===== src/hdl/utok_pkg.sv =====
// ----------------------------------------------------------------------------
// utok_pkg
// shared types, codes and the symbol rom for the utf-8 phoneme tokenizer
// ----------------------------------------------------------------------------
package utok_pkg;

    localparam int ROM_LEN      = 178;
    localparam int SYMBOL_COUNT = 178;
    localparam int SEARCH_LEN   = (SYMBOL_COUNT < ROM_LEN) ? SYMBOL_COUNT : ROM_LEN;

    localparam int QUEUE_DEPTH = 4;
    localparam int QUEUE_AW    = $clog2(QUEUE_DEPTH);
    localparam int QUEUE_CW    = $clog2(QUEUE_DEPTH + 1);

    localparam logic CFG_VOCAB_SIZE  = 1'b0;
    localparam logic CFG_TOKEN_LIMIT = 1'b1;

    localparam logic [1:0] ST_OK           = 2'd0;
    localparam logic [1:0] ST_BAD_UTF8     = 2'd1;
    localparam logic [1:0] ST_NOT_IN_VOCAB = 2'd2;
    localparam logic [1:0] ST_OVER_LIMIT   = 2'd3;

    localparam logic [8:0]  VOCAB_SIZE_RST  = 9'd178;
    localparam logic [15:0] TOKEN_LIMIT_RST = 16'd512;

    typedef struct packed {
        logic       err;
        logic [1:0] status;
        logic [7:0] id;
        logic       lead;
        logic       last;
    } t_cmd;

    typedef struct packed {
        logic       found;
        logic [7:0] id;
    } t_lookup;

    localparam logic [20:0] SYM_ROM [ROM_LEN] = '{
        21'h5F,
        21'h3B, 21'h3A, 21'h2C, 21'h2E, 21'h21, 21'h3F, 21'hA1, 21'hBF, 21'h2014, 21'h2026,
        21'h22, 21'hAB, 21'hBB, 21'h201C, 21'h201D, 21'h20,
        21'h41, 21'h42, 21'h43, 21'h44, 21'h45, 21'h46, 21'h47, 21'h48, 21'h49,
        21'h4A, 21'h4B, 21'h4C, 21'h4D,
        21'h4E, 21'h4F, 21'h50, 21'h51, 21'h52, 21'h53, 21'h54, 21'h55, 21'h56,
        21'h57, 21'h58, 21'h59, 21'h5A,
        21'h61, 21'h62, 21'h63, 21'h64, 21'h65, 21'h66, 21'h67, 21'h68, 21'h69,
        21'h6A, 21'h6B, 21'h6C, 21'h6D,
        21'h6E, 21'h6F, 21'h70, 21'h71, 21'h72, 21'h73, 21'h74, 21'h75, 21'h76,
        21'h77, 21'h78, 21'h79, 21'h7A,
        21'h251, 21'h250, 21'h252, 21'hE6, 21'h253, 21'h299, 21'h3B2, 21'h254,
        21'h255, 21'hE7,
        21'h257, 21'h256, 21'hF0, 21'h2A4, 21'h259, 21'h258, 21'h25A, 21'h25B,
        21'h25C, 21'h25D,
        21'h25E, 21'h25F, 21'h284, 21'h261, 21'h260, 21'h262, 21'h29B, 21'h266,
        21'h267, 21'h127,
        21'h265, 21'h29C, 21'h268, 21'h26A, 21'h29D, 21'h26D, 21'h26C, 21'h26B,
        21'h26E, 21'h29F,
        21'h271, 21'h26F, 21'h270, 21'h14B, 21'h273, 21'h272, 21'h274, 21'hF8,
        21'h275, 21'h278,
        21'h3B8, 21'h153, 21'h276, 21'h298, 21'h279, 21'h27A, 21'h27E, 21'h27B,
        21'h280, 21'h281,
        21'h27D, 21'h282, 21'h283, 21'h288, 21'h2A7, 21'h289, 21'h28A, 21'h28B,
        21'h2C71, 21'h28C,
        21'h263, 21'h264, 21'h28D, 21'h3C7, 21'h28E, 21'h28F, 21'h291, 21'h290,
        21'h292, 21'h294,
        21'h2A1, 21'h295, 21'h2A2, 21'h1C0, 21'h1C1, 21'h1C2, 21'h1C3, 21'h2C8,
        21'h2CC, 21'h2D0,
        21'h2D1, 21'h2BC, 21'h2B4, 21'h2B0, 21'h2B1, 21'h2B2, 21'h2B7, 21'h2E0,
        21'h2E4, 21'h2DE,
        21'h2193, 21'h2191, 21'h2192, 21'h2197, 21'h2198, 21'h27, 21'h329, 21'h27,
        21'h1D7B
    };

    // parallel compare against every entry, highest matching index wins
    function automatic t_lookup sym_lookup(input logic [20:0] cp);
        t_lookup res;
        res = '0;
        for (int i = 0; i < SEARCH_LEN; i++) begin
            if (SYM_ROM[i] == cp) begin
                res.found = 1'b1;
                res.id    = 8'(i);
            end
        end
        return res;
    endfunction

endpackage


===== src/hdl/utok_front.sv =====
// ----------------------------------------------------------------------------
// utok_front
// utf-8 decode, token limit check and symbol lookup; at most one command per byte
// ----------------------------------------------------------------------------
module utok_front (
    input  logic            i_clk,
    input  logic            i_rst_n,
    input  logic            i_cfg_we,
    input  logic            i_cfg_index,
    input  logic [15:0]     i_cfg_data,
    input  logic            i_in_valid,
    input  logic [7:0]      i_text_byte,
    input  logic            i_end_of_text,
    input  logic            i_q_full,
    output logic            o_in_stall,
    output logic            o_push,
    output utok_pkg::t_cmd  o_cmd
);
    import utok_pkg::*;

    logic [8:0]  r_vocab_size;
    logic [15:0] r_token_limit;
    logic [1:0]  r_pending,    n_pending;
    logic [20:0] r_accum,      n_accum;
    logic [15:0] r_tokens,     n_tokens;
    logic        r_discarding, n_discarding;

    logic        accept;
    logic        done;
    logic        fail;
    logic [1:0]  fail_code;
    logic [20:0] cp;
    logic [20:0] shifted;
    logic [1:0]  need;
    logic [16:0] total;
    t_lookup     hit;

    assign accept     = i_in_valid && !i_q_full;
    assign o_in_stall = i_q_full;
    assign shifted    = {r_accum[14:0], i_text_byte[5:0]};
    assign need       = (r_tokens == 16'd0) ? 2'd3 : 2'd2;
    assign total      = {1'b0, r_tokens} + 17'(need);
    assign hit        = sym_lookup(cp);

    always_comb begin
        n_pending    = r_pending;
        n_accum      = r_accum;
        n_tokens     = r_tokens;
        n_discarding = r_discarding;
        done         = 1'b0;
        fail         = 1'b0;
        fail_code    = ST_BAD_UTF8;
        cp           = 21'd0;
        o_push       = 1'b0;
        o_cmd        = '0;

        if (accept) begin
            if (r_discarding) begin
                if (i_end_of_text) begin
                    n_pending    = 2'd0;
                    n_accum      = 21'd0;
                    n_tokens     = 16'd0;
                    n_discarding = 1'b0;
                end
            end else begin
                if (r_pending == 2'd0) begin
                    priority if (!i_text_byte[7]) begin
                        cp   = {13'd0, i_text_byte};
                        done = 1'b1;
                    end else if (i_text_byte[7:5] == 3'b110) begin
                        n_accum   = {16'd0, i_text_byte[4:0]};
                        n_pending = 2'd1;
                    end else if (i_text_byte[7:4] == 4'b1110) begin
                        n_accum   = {17'd0, i_text_byte[3:0]};
                        n_pending = 2'd2;
                    end else if (i_text_byte[7:3] == 5'b11110) begin
                        n_accum   = {18'd0, i_text_byte[2:0]};
                        n_pending = 2'd3;
                    end else begin
                        fail = 1'b1;
                    end
                end else if (i_text_byte[7:6] != 2'b10) begin
                    fail = 1'b1;
                end else begin
                    n_pending = r_pending - 2'd1;
                    if (r_pending == 2'd1) begin
                        cp      = shifted;
                        n_accum = 21'd0;
                        done    = 1'b1;
                    end else begin
                        n_accum = shifted;
                    end
                end

                if (!fail && !done && i_end_of_text) begin
                    fail = 1'b1;
                end

                if (!fail && done) begin
                    priority if (total > {1'b0, r_token_limit}) begin
                        fail      = 1'b1;
                        fail_code = ST_OVER_LIMIT;
                    end else if (!hit.found || ({1'b0, hit.id} >= r_vocab_size)) begin
                        fail      = 1'b1;
                        fail_code = ST_NOT_IN_VOCAB;
                    end else begin
                        o_push     = 1'b1;
                        o_cmd.id   = hit.id;
                        o_cmd.lead = (r_tokens == 16'd0);
                        o_cmd.last = i_end_of_text;
                        n_tokens   = total[15:0];
                        if (i_end_of_text) begin
                            n_pending = 2'd0;
                            n_accum   = 21'd0;
                            n_tokens  = 16'd0;
                        end
                    end
                end

                if (fail) begin
                    o_push       = 1'b1;
                    o_cmd        = '0;
                    o_cmd.err    = 1'b1;
                    o_cmd.status = fail_code;
                    o_cmd.last   = 1'b1;
                    n_pending    = 2'd0;
                    n_accum      = 21'd0;
                    n_tokens     = 16'd0;
                    n_discarding = !i_end_of_text;
                end
            end
        end
    end

    always_ff @(posedge i_clk) begin
        if (!i_rst_n) begin
            r_vocab_size  <= VOCAB_SIZE_RST;
            r_token_limit <= TOKEN_LIMIT_RST;
            r_pending     <= 2'd0;
            r_accum       <= 21'd0;
            r_tokens      <= 16'd0;
            r_discarding  <= 1'b0;
        end else begin
            if (i_cfg_we) begin
                unique case (i_cfg_index)
                    CFG_VOCAB_SIZE:  r_vocab_size  <= i_cfg_data[8:0];
                    CFG_TOKEN_LIMIT: r_token_limit <= i_cfg_data;
                    default: ;
                endcase
            end
            r_pending    <= n_pending;
            r_accum      <= n_accum;
            r_tokens     <= n_tokens;
            r_discarding <= n_discarding;
        end
    end

    a_discard_idle: assert property (@(posedge i_clk) disable iff (!i_rst_n)
        r_discarding |-> (r_pending == 2'd0) && (r_tokens == 16'd0))
        else $error("discarding with a sequence or tokens still open");

    a_error_discards: assert property (@(posedge i_clk) disable iff (!i_rst_n)
        o_push && o_cmd.err && !i_end_of_text |=> r_discarding)
        else $error("error mid-string did not start discarding");

endmodule


===== src/hdl/utok_queue.sv =====
// ----------------------------------------------------------------------------
// utok_queue
// small command queue between the decode front and the result back
// ----------------------------------------------------------------------------
module utok_queue (
    input  logic            i_clk,
    input  logic            i_rst_n,
    input  logic            i_push,
    input  utok_pkg::t_cmd  i_cmd,
    input  logic            i_pop,
    output logic            o_full,
    output logic            o_empty,
    output utok_pkg::t_cmd  o_cmd
);
    import utok_pkg::*;

    t_cmd                r_slot [QUEUE_DEPTH];
    logic [QUEUE_AW-1:0] r_wr_ptr;
    logic [QUEUE_AW-1:0] r_rd_ptr;
    logic [QUEUE_CW-1:0] r_count;

    assign o_full  = (r_count == QUEUE_CW'(QUEUE_DEPTH));
    assign o_empty = (r_count == '0);
    assign o_cmd   = r_slot[r_rd_ptr];

    always_ff @(posedge i_clk) begin
        if (i_push) begin
            r_slot[r_wr_ptr] <= i_cmd;
        end
    end

    always_ff @(posedge i_clk) begin
        if (!i_rst_n) begin
            r_wr_ptr <= '0;
            r_rd_ptr <= '0;
            r_count  <= '0;
        end else begin
            if (i_push) begin
                r_wr_ptr <= r_wr_ptr + QUEUE_AW'(1);
            end
            if (i_pop) begin
                r_rd_ptr <= r_rd_ptr + QUEUE_AW'(1);
            end
            unique case ({i_push, i_pop})
                2'b10:   r_count <= r_count + QUEUE_CW'(1);
                2'b01:   r_count <= r_count - QUEUE_CW'(1);
                default: r_count <= r_count;
            endcase
        end
    end

    a_no_overflow: assert property (@(posedge i_clk) disable iff (!i_rst_n)
        o_full |-> !i_push)
        else $error("push into a full queue");

    a_no_underflow: assert property (@(posedge i_clk) disable iff (!i_rst_n)
        o_empty |-> !i_pop)
        else $error("pop from an empty queue");

endmodule


===== src/hdl/utok_back.sv =====
// ----------------------------------------------------------------------------
// utok_back
// expands commands to blank/id results or an error status in an output register
// ----------------------------------------------------------------------------
module utok_back (
    input  logic            i_clk,
    input  logic            i_rst_n,
    input  logic            i_q_empty,
    input  utok_pkg::t_cmd  i_cmd,
    output logic            o_pop,
    input  logic            i_out_stall,
    output logic            o_out_valid,
    output logic [7:0]      o_token_id,
    output logic [1:0]      o_status,
    output logic            o_last
);
    import utok_pkg::*;

    localparam logic [1:0] PH_LEAD  = 2'd0;
    localparam logic [1:0] PH_ID    = 2'd1;
    localparam logic [1:0] PH_BLANK = 2'd2;

    logic [1:0] r_phase, n_phase;
    logic       r_valid;
    logic [7:0] r_token_id;
    logic [1:0] r_status;
    logic       r_last;

    logic       load;
    logic       final_res;
    logic [1:0] eff_phase;
    logic [7:0] res_id;
    logic [1:0] res_status;
    logic       res_last;

    assign load      = !i_q_empty && (!r_valid || !i_out_stall);
    assign eff_phase = (r_phase == PH_LEAD && !i_cmd.lead) ? PH_ID : r_phase;

    always_comb begin
        res_id     = 8'd0;
        res_status = ST_OK;
        res_last   = 1'b0;
        final_res  = 1'b0;
        n_phase    = r_phase;
        if (i_cmd.err) begin
            res_status = i_cmd.status;
            res_last   = 1'b1;
            final_res  = 1'b1;
        end else begin
            unique case (eff_phase)
                PH_LEAD: n_phase = PH_ID;
                PH_ID: begin
                    res_id  = i_cmd.id;
                    n_phase = PH_BLANK;
                end
                PH_BLANK: begin
                    res_last  = i_cmd.last;
                    final_res = 1'b1;
                end
                default: final_res = 1'b1;
            endcase
        end
        if (final_res) begin
            n_phase = PH_LEAD;
        end
    end

    assign o_pop = load && final_res;

    always_ff @(posedge i_clk) begin
        if (!i_rst_n) begin
            r_phase <= PH_LEAD;
            r_valid <= 1'b0;
        end else begin
            if (load) begin
                r_phase <= n_phase;
                r_valid <= 1'b1;
            end else if (!i_out_stall) begin
                r_valid <= 1'b0;
            end
        end
    end

    always_ff @(posedge i_clk) begin
        if (load) begin
            r_token_id <= res_id;
            r_status   <= res_status;
            r_last     <= res_last;
        end
    end

    assign o_out_valid = r_valid;
    assign o_token_id  = r_token_id;
    assign o_status    = r_status;
    assign o_last      = r_last;

    a_phase_holds_cmd: assert property (@(posedge i_clk) disable iff (!i_rst_n)
        (r_phase != PH_LEAD) |-> !i_q_empty)
        else $error("mid-command phase with no command queued");

    a_status_final: assert property (@(posedge i_clk) disable iff (!i_rst_n)
        r_valid && (r_status != ST_OK) |-> r_last && (r_token_id == 8'd0))
        else $error("status result not final or carries an id");

endmodule


===== src/hdl/utf8_phoneme_tokenizer_core.sv =====
// ----------------------------------------------------------------------------
// utf8_phoneme_tokenizer_core
// utf-8 phoneme string to symbol id tokens with blanks and error status
// ----------------------------------------------------------------------------
// the first result of a byte passes through the command queue and then the
//   output register before it is valid
// throughput: one result per cycle while not stalled, set by the single output
//   register; an ascii symbol byte gives 2 results, 3 when it opens a string
// front decodes one byte per cycle into a 4-entry command queue unless full
// reset: synchronous active low; clears decode state, queue and output,
//   vocab_size returns to 178 and token_limit to 512
module utf8_phoneme_tokenizer_core (
    input  logic        i_clk,
    input  logic        i_rst_n,
    input  logic        i_cfg_we,
    input  logic        i_cfg_index,
    input  logic [15:0] i_cfg_data,
    input  logic        i_in_valid,
    output logic        o_in_stall,
    input  logic [7:0]  i_text_byte,
    input  logic        i_end_of_text,
    output logic        o_out_valid,
    input  logic        i_out_stall,
    output logic [7:0]  o_token_id,
    output logic [1:0]  o_status,
    output logic        o_last
);
    import utok_pkg::*;

    logic q_full;
    logic q_empty;
    logic push;
    logic pop;
    t_cmd push_cmd;
    t_cmd head_cmd;

    utok_front u_front (
        .i_clk         (i_clk),
        .i_rst_n       (i_rst_n),
        .i_cfg_we      (i_cfg_we),
        .i_cfg_index   (i_cfg_index),
        .i_cfg_data    (i_cfg_data),
        .i_in_valid    (i_in_valid),
        .i_text_byte   (i_text_byte),
        .i_end_of_text (i_end_of_text),
        .i_q_full      (q_full),
        .o_in_stall    (o_in_stall),
        .o_push        (push),
        .o_cmd         (push_cmd)
    );

    utok_queue u_queue (
        .i_clk   (i_clk),
        .i_rst_n (i_rst_n),
        .i_push  (push),
        .i_cmd   (push_cmd),
        .i_pop   (pop),
        .o_full  (q_full),
        .o_empty (q_empty),
        .o_cmd   (head_cmd)
    );

    utok_back u_back (
        .i_clk       (i_clk),
        .i_rst_n     (i_rst_n),
        .i_q_empty   (q_empty),
        .i_cmd       (head_cmd),
        .o_pop       (pop),
        .i_out_stall (i_out_stall),
        .o_out_valid (o_out_valid),
        .o_token_id  (o_token_id),
        .o_status    (o_status),
        .o_last      (o_last)
    );

endmodule


===== config.mk =====
export PLATFORM = sky130hd
export DESIGN_NAME = utf8_phoneme_tokenizer_core
export DESIGN_NICKNAME = d
export VERILOG_FILES = /design/src/hdl/utok_pkg.sv /design/src/hdl/utok_front.sv /design/src/hdl/utok_queue.sv /design/src/hdl/utok_back.sv /design/src/hdl/utf8_phoneme_tokenizer_core.sv
export SDC_FILE = /design/constraint.sdc
export NUM_CORES = 1
export LEC_CHECK = 0
export BUFFER_PORTS_ARGS = -buffer_cell sky130_fd_sc_hd__buf_2
export CORE_MARGIN = 10
export CORE_UTILIZATION = 26
export CTS_BUF_LIST = sky130_fd_sc_hd__clkbuf_4
export DETAILED_ROUTE_END_ITERATION = 10
export SLEW_MARGIN = 20
export SYNTH_ARGS = -nofsm -noshare
export SYNTH_HDL_FRONTEND = slang
export SYNTH_SLANG_ARGS = --single-unit

===== constraint.sdc =====
create_clock -name i_clk -period 7 [get_ports i_clk]
set_input_delay 1.4 -clock i_clk [delete_from_list [all_inputs] [get_ports i_clk]]
set_output_delay 1.4 -clock i_clk [all_outputs]
set_load 0.03 [all_outputs]

* Word-level counts from Yosys, hierarchy flattened
Memories as Yosys holds them, arrays and structs flattened. A register that Yosys moved wholly into a read port is not among the register bits. Index checks and enable logic that the tools add are counted.
Operators by class: reductions and logical operators 34, div/mod/pow operators 0, shift-type cells 0, equal/unequal tests 192, multipliers 0, $add $sub $neg 6, mux-type cells 272, bitwise operators 2, magnitude comparators 2
Operator list (number):
- $eq 10x21->1 const A | 89
- $mux 9 | 177
- $eq 7x21->1 const A | 53
- $mux 21 | 19
- $eq 14x21->1 const A | 10
- $eq 6x21->1 const A | 9
- $eq 8x21->1 const A | 8
- $eq 9x21->1 const A | 7
- $mux 16 | 7
- $mux 2 | 21
- $mux 1 | 39
- $mux 13 | 3
- $mux 10 | 3
- $eq 13x21->1 const A | 1
- $add 16x2->17 | 1
- $gt 17x16->1 | 1
- $logic_not 16->1 | 1
- $logic_not 1->1 | 10
- $ge 8x9->1 | 1
- $logic_and 1x1->1 | 7
- $mux 7 | 1
- $eq 2x1->1 const B | 3
- $eq 3x3->1 const B | 2
- $logic_not 2->1 | 3
- 21 further kinds | 32
Storage, ports and cells: memories 1, output and inout port bits 13, RAM bits 52, flip-flop bits (word level) 86, bits in latches 0, ROM bits 0, input bits 31, word-level logic and storage cells 523
Memories:
- u_queue.r_slot | depth 4, bits a word 13, read ports 1, clocked after Yosys merged registers in 1, wr ports 1, RTL line utok_queue.sv:17 | t_cmd r_slot [QUEUE_DEPTH];

* Longest topological paths before layout
Gate-level depths: netlist of run 1.
depth after elaboration 196, depth in mapped cells 26

* Modules after synthesis
From an unflattened synthesis of run 1, not the netlist that was laid out.
Second synthesis, totals: cell total of the unflattened synthesis 1066, area total of the unflattened synthesis 9108.7 um^2
By module, submodules not included:
- utok_front | instances 1, seq. area each 1181.1 um^2, area each 6244.7 um^2, cells each 913
- utok_queue | instances 1, seq. area each 1741.7 um^2, area each 2332.2 um^2, cells each 113
- utok_back | instances 1, seq. area each 390.4 um^2, area each 531.8 um^2, cells each 40

* Worst setup path before layout of run 1
OpenSTA, ideal clock, no wires.
path type input -> register, from input i_text_byte[7], to memory u_queue.r_slot[0][11] in the netlist's numbering, data pin, setup slack 1.212 ns, stages on the path 21, path buffers 4, arrival time 5.525 ns, path through buf_2 > and4bb_1 > buf_4 > buf_4 > nand3_1 > nor2_1 > a21oi_1 > nor3_1 > nand4_1 > or4_1 > or4_1 > ha_1 > a21o_1 > a21oi_1 > o21ai_0 > a31o_2 > a21oi_1 > o21bai_1 > or2_1 > buf_4 > and2_1
RTL lines:
- from (decl) | RTL line utf8_phoneme_tokenizer_core.sv:20 | input logic [7:0] i_text_byte,
- to (decl) | RTL line utok_queue.sv:17

==> metrics.txt, run 1 <==
status=finished clean; max-slew violations=0; DRC=0; design area=~12000 sq um; post-synth top area share=0.1931; hold path endpoint=u_front.r_token_limit[15]; power per cell area=177.9 nW/um^2; Final HPWL DP=roughly 40 mm; Slew HR=0.2692; CTS Buffer Depth=2; area of placed instances=roughly 11000 sq um; Post-Place Cells=roughly 1800; worst min path class=reg2reg; vias per cell=around 5.8; die area=45860 sq um; max incr delay on CP=0.73 ns; Maximum Capacitance Violations=0; crit path cell chain=buf_2 -> nand4bb_1 -> buf_12 -> a211oi_4 -> buf_12 -> buf_4 -> nand4_1 -> nor3_1 -> a221oi_1 -> nand3_1 -> or4_1 -> or3_1 -> ha_1 -> a21oi_1 -> o21ai_0 -> a31o_2 -> a21oi_1 -> o21bai_1 -> or2_1 -> buf_12 -> nor2b_1; WHS Path Cells=2; Port Buffers=43; worst-margin pin slew=~1.1 ns; # nets final=1363; main flop type after synthesis=dfxtp_1; syn avg cell area=about 8.3 sq um; post-synthesis sequential area ratio=0.3381; final std cells w/o fill=~1800; pre-CTS setup slack=-0.1558 ns; largest net degree at the start of global routing=42; Clock transition at path regs=around 0.13 ns; WHS=roughly 0.47 ns; Area growth, synth to finish=18.20%; count of final setup violators=0; GRT Util Overall=0.2109; post-CTS sizing=0; Max VDD drop=73.84 uV; RD Place Congestion=1.042; drt initial violations=roughly 1400; Critical Path RT=between 7 and 8 ns; clock sinks=about 130; Clock Skews=0.03038 ns; post-synthesis register bit count=between 100 and 150; layout cells sized above 1=0.1846; antenna violations before repair=3; Async S/R FF share, synth=0; setup tns final=0 ns; count leader, synth=nand2_1; crit share post-route=0.9699; routed length per instance=27.37 um; io pins=44; number of core rows=around 70; crit start category=input port; CP max FO=27; hold path startpoint=u_front.r_token_limit[15]; die width=214.1 um; commonest cells in the synthesized netlist=145 x nand2_1, 83 x nor2_1, 71 x dfxtp_1; Hold Vio Cnt, Final=0; Clk Latency, worst-skew pair=0.58 ns; initial core utilization=0.2620; final worst setup slack=around 0.21 ns; post-CTS setup buffers=0; global route total overflow=0; CTS Buf Count=17; RSZ-0062 raised after global routing=false; vias in the first global route=10300; Max Fclk=roughly 0.15 GHz; routed wire length=about 50 mm; Die Height=~210 um; Crit Reg-Reg Startpoint=u_front.r_pending[0]; Post-Syn Nets=between 1000 and 1500; worst reg-to-reg path cell count=22; minimum clock period=around 6.8 ns; first-pass GRT wire length=72.17 mm; CTS tree=done; slowest CP cell=a221oi_1; total leakage power=around 4.2 nW; number of synthesized flops with an enable pin=63; CP Capture Type=flop; Synth cell types=approximately 90; Post-CTS Hold Buffers=0; Post-Syn Instances=between 1000 and 1500; reg-to-reg endpoint=u_queue.r_slot[2][7]; critical path type=in2reg; top post-synthesis cells by area=edfxtp_1 19%, dfxtp_1 15%, nand2_1 5.6%, ha_1 4.2%, nor2_1 3.2%; crit path DAT=just over 7 ns; DR vias=around 11000; First-pass DRT Iterations=5; most frequent CP cell=buf_12; Syn Std Cell Area=9799 sq um; Synth Warn #=0; antenna violation net count after detailed routing=0; # H-tree levels=4; Clock Tree Root=clkbuf_4; cell taking the most area after synthesis=edfxtp_1; Core Box Area=~37000 sq um; R2R setup slack=between 0.2 and 0.3 ns
## routing by layer
metal  routed length (um)  GRT usage
met4                 3294     0.1309
met5                    0          0
met3                 3708    0.03047
met2                22400     0.3365
met1                20540     0.2643
## layout make-up
cell class	count	area, sq um
Multi-Input combinational cell	923	5937
Fill cell	4036	25820
Sequential cell	134	3313
Antenna cell	3	7.507
Inverter	59	229.0
Tap cell	511	639.4
Timing Repair Buffer	163	1204
Clock inverter	14	117.6
Clock buffer	18	135.1
## metrics by stage
step / utilization / power [W]
floorplan: - / 0.001375
global placement: 0.3026 / 0.001593
detailed placement: 0.3027 / 0.001596
CTS: 0.3095 / 0.002079
global route: 0.3097 / 0.002167
finish: 0.3097 / 0.002060
## cells by family (layout without fill, tap and decap cells)
| group | after synthesis | in the layout | synth area share |
|---|---|---|---|
| AOI/OAI and AO/OA | 277 | 277 | 0.1978 |
| xor gates and xnor gates | 21 | 21 | 0.01877 |
| adders and majority gates | 34 | 34 | 0.04418 |
| buffers and inverters | 125 | 254 | 0.05759 |
| DFF | 134 | 134 | 0.3381 |
| muxes | 15 | 15 | 0.03192 |
| other | 0 | 3 | 0 |
| and+or+nand+nor | 576 | 576 | 0.3117 |
## critical path, delay by kind of cell
family,cells,cell delay [ns]
adders and majority gates,1,0.29
buffers and inverters,5,1.00
AOI/OAI and AO/OA,7,1.72
and+or+nand+nor,8,2.74
## registers in the layout, summed over array words and instances (netlist names), named ones only
signal / flops
u_queue.r_slot: 52
u_front.r_discarding: 1
u_back.r_phase: 2
u_queue.r_wr_ptr: 2
u_back.o_out_valid: 1
u_front.r_pending: 2
u_front.r_token_limit: 16
u_queue.r_count: 3
u_back.o_last: 1
u_queue.r_rd_ptr: 2
u_front.r_vocab_size: 9
u_front.r_accum: 15
u_back.o_status: 2
u_back.o_token_id: 8
u_front.r_tokens: 16
## cells in the final DEF, fill, tap and decap left out, types with 19 or more instances in the layout
cell type / count
nand2_1: 145
buf_4: 113
nor2_1: 83
dfxtp_1: 71
edfxtp_1: 63
nand3_1: 59
inv_1: 57
nor3_1: 53
a21oi_1: 44
o21ai_0: 43
nand4_1: 43
buf_2: 43
ha_1: 33
nor4_1: 31
and3_1: 25
a21boi_0: 24
nor2b_1: 22
o22ai_1: 20
and2_1: 19
nand2b_1: 19
## power breakdown
part | total [W] | switching, W | internal (W) | leakage, nW
registers | 0.000961 | 0.0000407 | 0.000920 | 1.16
logic | 0.000620 | 0.000414 | 0.000206 | 2.93
clock network | 0.000480 | 0.000325 | 0.000154 | 0.135
## how the worst max path moves through the flow
stage / from / endpoint / slack (ns) / cells past startpoint
2_1_floorplan: i_text_byte[7] / u_queue.r_slot[0][11] / 1.21 / 21
3_3_place_gp: i_text_byte[6] / u_front.r_accum[1] / -0.26 / 23
3_5_place_dp: i_text_byte[6] / u_front.r_accum[3] / -0.16 / 23
4_1_cts: i_text_byte[6] / u_front.r_accum[7] / 0.47 / 23
5_1_grt: u_front.r_pending[0] / u_front.r_accum[7] / 0.02 / 24
6_report: i_text_byte[6] / u_queue.r_slot[2][7] / 0.21 / 21
(Power assumes the default switching activity.)
==> run 2, diff against run 1 <==
Settings changed: GPL_TIMING_DRIVEN from default to 0, RECOVER_POWER from default to 50.
==> run 2 against run 1 <==
  * First-iteration DRC count is 8.1% lower
  * Clock power increased by 29%
  * Die area unchanged
  * Clock skew is 0.0091 ns lower
==> metrics.txt, run 2 (same netlist as run 1, synthesis figures left out) <==
vias in the first global route=9930 (-3.6%); final std cells w/o fill=1776 (-2.7%); routed length per instance=27.70 um (+1.2%); Clk Latency, worst-skew pair=0.55 ns (-0.03 ns); drt initial violations=1282 (-8.1%); most frequent cells in the layout=144 x nand2_1, 80 x nor2_1, 71 x dfxtp_1; minimum clock period=6.904 ns (+0.1141 ns); RSZ-0062 raised after global routing=false; Clock Skews=0.02124 ns (-0.009143 ns); Max Fclk=0.1448 GHz (-1.7%); die width=214.1 um (unchanged); Largest regs=u_queue.r_slot (52), u_front.r_token_limit (16), u_front.r_tokens (16); worst-margin pin slew=1.191 ns (+0.1051 ns); # H-tree levels=4 (unchanged); Port Buffers=42 (-2.3%); # nets final=1314 (-3.6%); max-slew violations=0 (unchanged); antenna violations before repair=2 (-1); Area growth, synth to finish=13.42%; WHS=0.4778 ns (+0.005006 ns); Die Height=214.1 um (unchanged); total leakage power=3.829 nW (-9.4%); largest net degree at the start of global routing=17 (-60%); routed wire length=49.20 mm (-1.5%); slowest CP cell=nor4_4; Post-CTS Hold Buffers=0 (unchanged); number of core rows=71 (unchanged); CTS Buffer Depth=2 (unchanged); Core Box Area=37400 sq um (unchanged); clock sinks=134 (unchanged); die area=45860 sq um (unchanged); most flop-heavy register=u_queue.r_slot; Max VDD drop=117.7 uV (+59%); status=finished clean; crit share post-route=0.9862 (+0.01630); GRT Util Overall=0.2071 (-0.003848); DR vias=10330 (-1.6%); Post-Place Cells=1737 (-3.0%); layout cells sized above 1=0.1228 (-0.06177); crit path DAT=7.22 ns (+0.05 ns); antenna violation net count after detailed routing=0 (unchanged); vias per cell=5.818 (+1.1%); most common cell after layout, fill and taps aside=nand2_1; Critical Path RT=7.32 ns (-0.06 ns); number of flip-flops in the largest register=52 (unchanged); crit start category=input port; Slew HR=0.1986 (-0.07069); DRC=0 (unchanged); Hold Vio Cnt, Final=0 (unchanged); First-pass DRT Iterations=6 (+1); count of final setup violators=0 (unchanged); io pins=44 (unchanged); Maximum Capacitance Violations=0 (unchanged); WL met2=21.67 mm (-3.2%); CTS tree=done; CTS Buf Count=17 (unchanged); Clock transition at path regs=0.14 ns (about the same); R2R setup slack=0.47 ns (+0.19 ns); CP Capture Type=flop; power per cell area=195.5 nW/um^2 (+9.9%); Clock Tree Root=clkbuf_4; Final HPWL DP=39.22 mm (-2.3%); worst min path class=reg2reg; RD Place Congestion=1.035 (-0.74%); WL met1=20.12 mm (-2.1%); CP max FO=10 (-63%); first-pass GRT wire length=70.68 mm (-2.1%); max incr delay on CP=0.49 ns (-0.24 ns); max layer used=met4; critical path type=in2reg; crit path cell chain=buf_2 -> buf_2 -> and4bb_1 -> buf_4 -> o211ai_2 -> buf_2 -> nor3_1 -> nand4_1 -> nor2b_1 -> o221ai_1 -> nor4_1 -> nand3_1 -> nor4_4 -> ha_1 -> nand2b_1 -> a21o_1 -> a21oi_1 -> o21ai_0 -> a31o_2 -> a21oi_1 -> o21bai_2 -> or2_1 -> buf_4 -> a21oi_1; WL met3=3.971 mm (+7.1%); global route total overflow=0 (unchanged); initial core utilization=0.2620 (unchanged)
-- run 2: worst max-delay path, delay by kind of cell --
family	cells	cell delay (ns)
buf+inv	5	1.08
fa+ha+maj	1	0.31
simple gates	9	2.30
compound gates	9	2.11
-- run 2: area by class of cell --
type / instances / area, sq um
antenna: 3 / 7.507
buffer: 65 / 331.6
clock buffer: 17 / 127.6
clock inverter: 15 / 221.5
fill: 4039 / 26290
inverter: 59 / 229.0
multi-input combinational: 923 / 6006
sequential: 134 / 3313
tap: 511 / 639.4
timing repair buffer: 49 / 239.0
-- run 2: power breakdown --
part	total, W	switching (W)	internal, W
clock	0.000617	0.000346	0.000271
sequential	0.000952	0.0000316	0.000920
combinational	0.000604	0.000428	0.000176
-- run 2: routing by layer --
layer  GRT usage  up-vias
met1      0.2578     5000
met5           0        -
met2      0.3255      562
met3     0.04189      180
met4      0.1238        0
li1            -     4591
-- run 2: timing repair --
| action | in CTS | in global routing |
|---|---|---|
| setup buffers | 0 | 5 |
| resized for setup | 2 | 10 |
| endpoints found under the setup margin | 35 | 49 |
| pin swaps | 0 | 3 |
| hold endpoints to repair | 0 | 0 |
-- run 2: final timing paths --
check / start / end / depth (start not counted)
max reg2reg: u_front.r_pending[1] / u_queue.r_slot[3][8] / 24
min reg2reg: u_back.r_phase[0] / u_back.r_phase[0] / 2
min: u_back.r_phase[0] / u_back.r_phase[0] / 2
max: i_text_byte[7] / u_queue.r_slot[3][8] / 24
-- run 2: metrics by stage --
step           area, sq um  total power, W  setup slack (ns)  setup TNS [ns]  utilization
2_1_floorplan         9799        0.001375             1.212               0            -
5_1_grt              11110        0.002273           0.03170               0       0.2970
6_report             11110        0.002173           0.09627               0       0.2972
3_3_place_gp         10650        0.001571            -1.374          -91.42       0.2847
3_5_place_dp         10700        0.001575           -0.7862          -43.05       0.2860
4_1_cts              11050        0.002193           0.02861               0       0.2955
==> run 3, diff against run 2 <==
Settings changed: CELL_PAD_IN_SITES_DETAIL_PLACEMENT from default to 1, CELL_PAD_IN_SITES_GLOBAL_PLACEMENT from default to 1, CORE_UTILIZATION 26 to 33, PLACE_DENSITY_LB_ADDON from default to 0.1.
==> run 3 against run 2 <==
  * Non-clock buffer count down 4
  * Via count up 0.95%
  * Clock power down 19%
  * Hold slack worse by 0.0071 ns
  * Maximum frequency up 1.7%
  * Largest cell class unchanged
  * Largest power group unchanged
==> metrics.txt, run 3 (same netlist as run 1, synthesis figures left out) <==
largest net degree at the start of global routing=17 (unchanged); Area growth, synth to finish=11.12%; Maximum Capacitance Violations=0 (unchanged); most frequent cells in the layout=145 x nand2_1, 80 x nor2_1, 71 x dfxtp_1; io pins=44 (unchanged); worst min path class=reg2reg; status=finished clean; initial core utilization=0.3324 (+0.07038); CP max FO=10 (unchanged); CTS tree=done; count of final setup violators=0 (unchanged); Clock Skews=0.03443 ns (+0.01319 ns); Max Fclk=0.1472 GHz (+1.7%); final worst setup slack=0.2087 ns (+0.1124 ns); Clk Latency, worst-skew pair=0.61 ns (+0.06 ns); Post-CTS Hold Buffers=0 (unchanged); minimum clock period=6.791 ns (-0.1124 ns); Die Height=192.3 um (-10%); layout cells sized above 1=0.1209 (-0.001898); # H-tree levels=4 (unchanged); RD Place Congestion=1.027 (-0.75%); Clock transition at path regs=0.12 ns (-0.02 ns); crit path cell chain=buf_2 -> nand4bb_1 -> buf_4 -> buf_2 -> o211ai_1 -> nor4_1 -> or4_1 -> nor3_1 -> nand4b_1 -> or4_1 -> ha_1 -> a21oi_1 -> o21ai_0 -> a31o_2 -> a21oi_1 -> o21bai_2 -> a21oi_2 -> a41oi_2 -> buf_6 -> o22ai_1; clock sinks=134 (unchanged); area of placed instances=10530 sq um (-1.6%); drt initial violations=1110 (-13%); pre-CTS setup slack=-1.098 ns (-0.3122 ns); slowest CP cell=o211ai_1; Hold Vio Cnt, Final=0 (unchanged); critical path type=in2reg; worst-margin pin slew=1.245 ns (+0.05345 ns); routed wire length=50.06 mm (+1.8%); DRC=0 (unchanged); Max VDD drop=87.35 uV (-26%); design area=10890 sq um (-2.0%); die area=36990 sq um (-19%); crit share post-route=0.9702 (-0.01606); Slew HR=0.1666 (-0.03196); utilization after layout=0.3694 (+0.07219); CTS Buf Count=17 (unchanged); most flop-heavy register=u_queue.r_slot; crit path DAT=7.30 ns (+0.08 ns); First-pass DRT Iterations=6 (unchanged); CTS Buffer Depth=2 (unchanged); vias in the first global route=10540 (+6.1%); most common cell after layout, fill and taps aside=nand2_1; die width=192.3 um (-10%); number of core rows=63 (-11%); number of flip-flops in the largest register=52 (unchanged); max incr delay on CP=1.00 ns (+0.51 ns); Critical Path RT=7.51 ns (+0.19 ns); critical path's top delay family=compound AO/OA/AOI/OAI gates; GRT Util Overall=0.2707 (+0.06365); vias per cell=6.322 (+8.7%); first-pass GRT wire length=72.75 mm (+2.9%); routed length per instance=30.34 um (+9.5%); global route total overflow=0 (unchanged); CP Buf/Inv Count=4 (-1); crit start category=input port; Core Box Area=29480 sq um (-21%); antenna violations before repair=3 (+1); max-slew violations=0 (unchanged); Power, Total=0.002073 W (-4.6%); Port Buffers=42 (unchanged); power per cell area=190.4 nW/um^2 (-2.6%); antenna violation net count after detailed routing=0 (unchanged); RSZ-0062 raised after global routing=true; Clock Tree Root=clkbuf_4; Final HPWL DP=39.45 mm (+0.57%); DR vias=10430 (+0.95%); CP Capture Type=flop; total leakage power=3.740 nW (-2.3%); setup tns final=0 ns (unchanged); # nets final=1310 (-0.30%); Largest regs=u_queue.r_slot (52), u_front.r_token_limit (16), u_front.r_tokens (16)
run 3: final cells by class:
cell class,count,area (sq um)
fillers,3571,18590
multi-input cells,923,6047
flip-flops and latches,134,3313
well taps,390,488.0
plain buffers,64,327.8
inverters,59,229.0
repair buffers,46,217.7
clock buffers,18,135.1
clock inverters,13,123.9
diodes,3,7.507
run 3: final timing paths:
check	startpoint	endpoint	slack, ns	cells after the start
worst min-delay path	u_front.r_token_limit[4]	u_front.r_token_limit[4]	0.47	2
worst max register to register	u_front.r_pending[0]	u_front.r_accum[1]	0.33	21
worst max-delay path	i_text_byte[6]	u_front.r_accum[1]	0.21	20
worst min register to register	u_front.r_token_limit[4]	u_front.r_token_limit[4]	0.47	2
run 3: what timing repair did:
action                     in CTS  in global routing
gates resized for setup         6                 13
pin swaps                       0                  2
setup endpoints to repair      73                 49
buffers inserted                0                  3
run 3: tightest hold or removal path: stages, from the launching register on:
cell      delay [ns]
dfxtp_1         0.33
nand2_1         0.05
a21boi_0        0.06
run 3: routing by layer:
metal	GRT usage	wire, um	vias to the layer above
li1	-	-	4583
met1	0.3362	20690	5120
met2	0.4354	22710	563
met3	0.05060	3664	165
met4	0.1488	3002	0
met5	0	0	-
run 3: metrics by stage:
stage / instances / hold slack [ns]
finish: 1650 / 0.4707
global route: 1649 / 0.4998
CTS: 1645 / 0.4776
detailed placement: 1615 / 0.4603
global placement: 1614 / 0.4536
floorplan: 1182 / 0.4430
run 3: power breakdown:
group / total (W) / switching [W] / internal, W
Sequential: 0.000954 / 0.0000330 / 0.000921
Combinational: 0.000622 / 0.000446 / 0.000176
Clock: 0.000498 / 0.000316 / 0.000183
Total: 0.00207 / 0.000794 / 0.00128
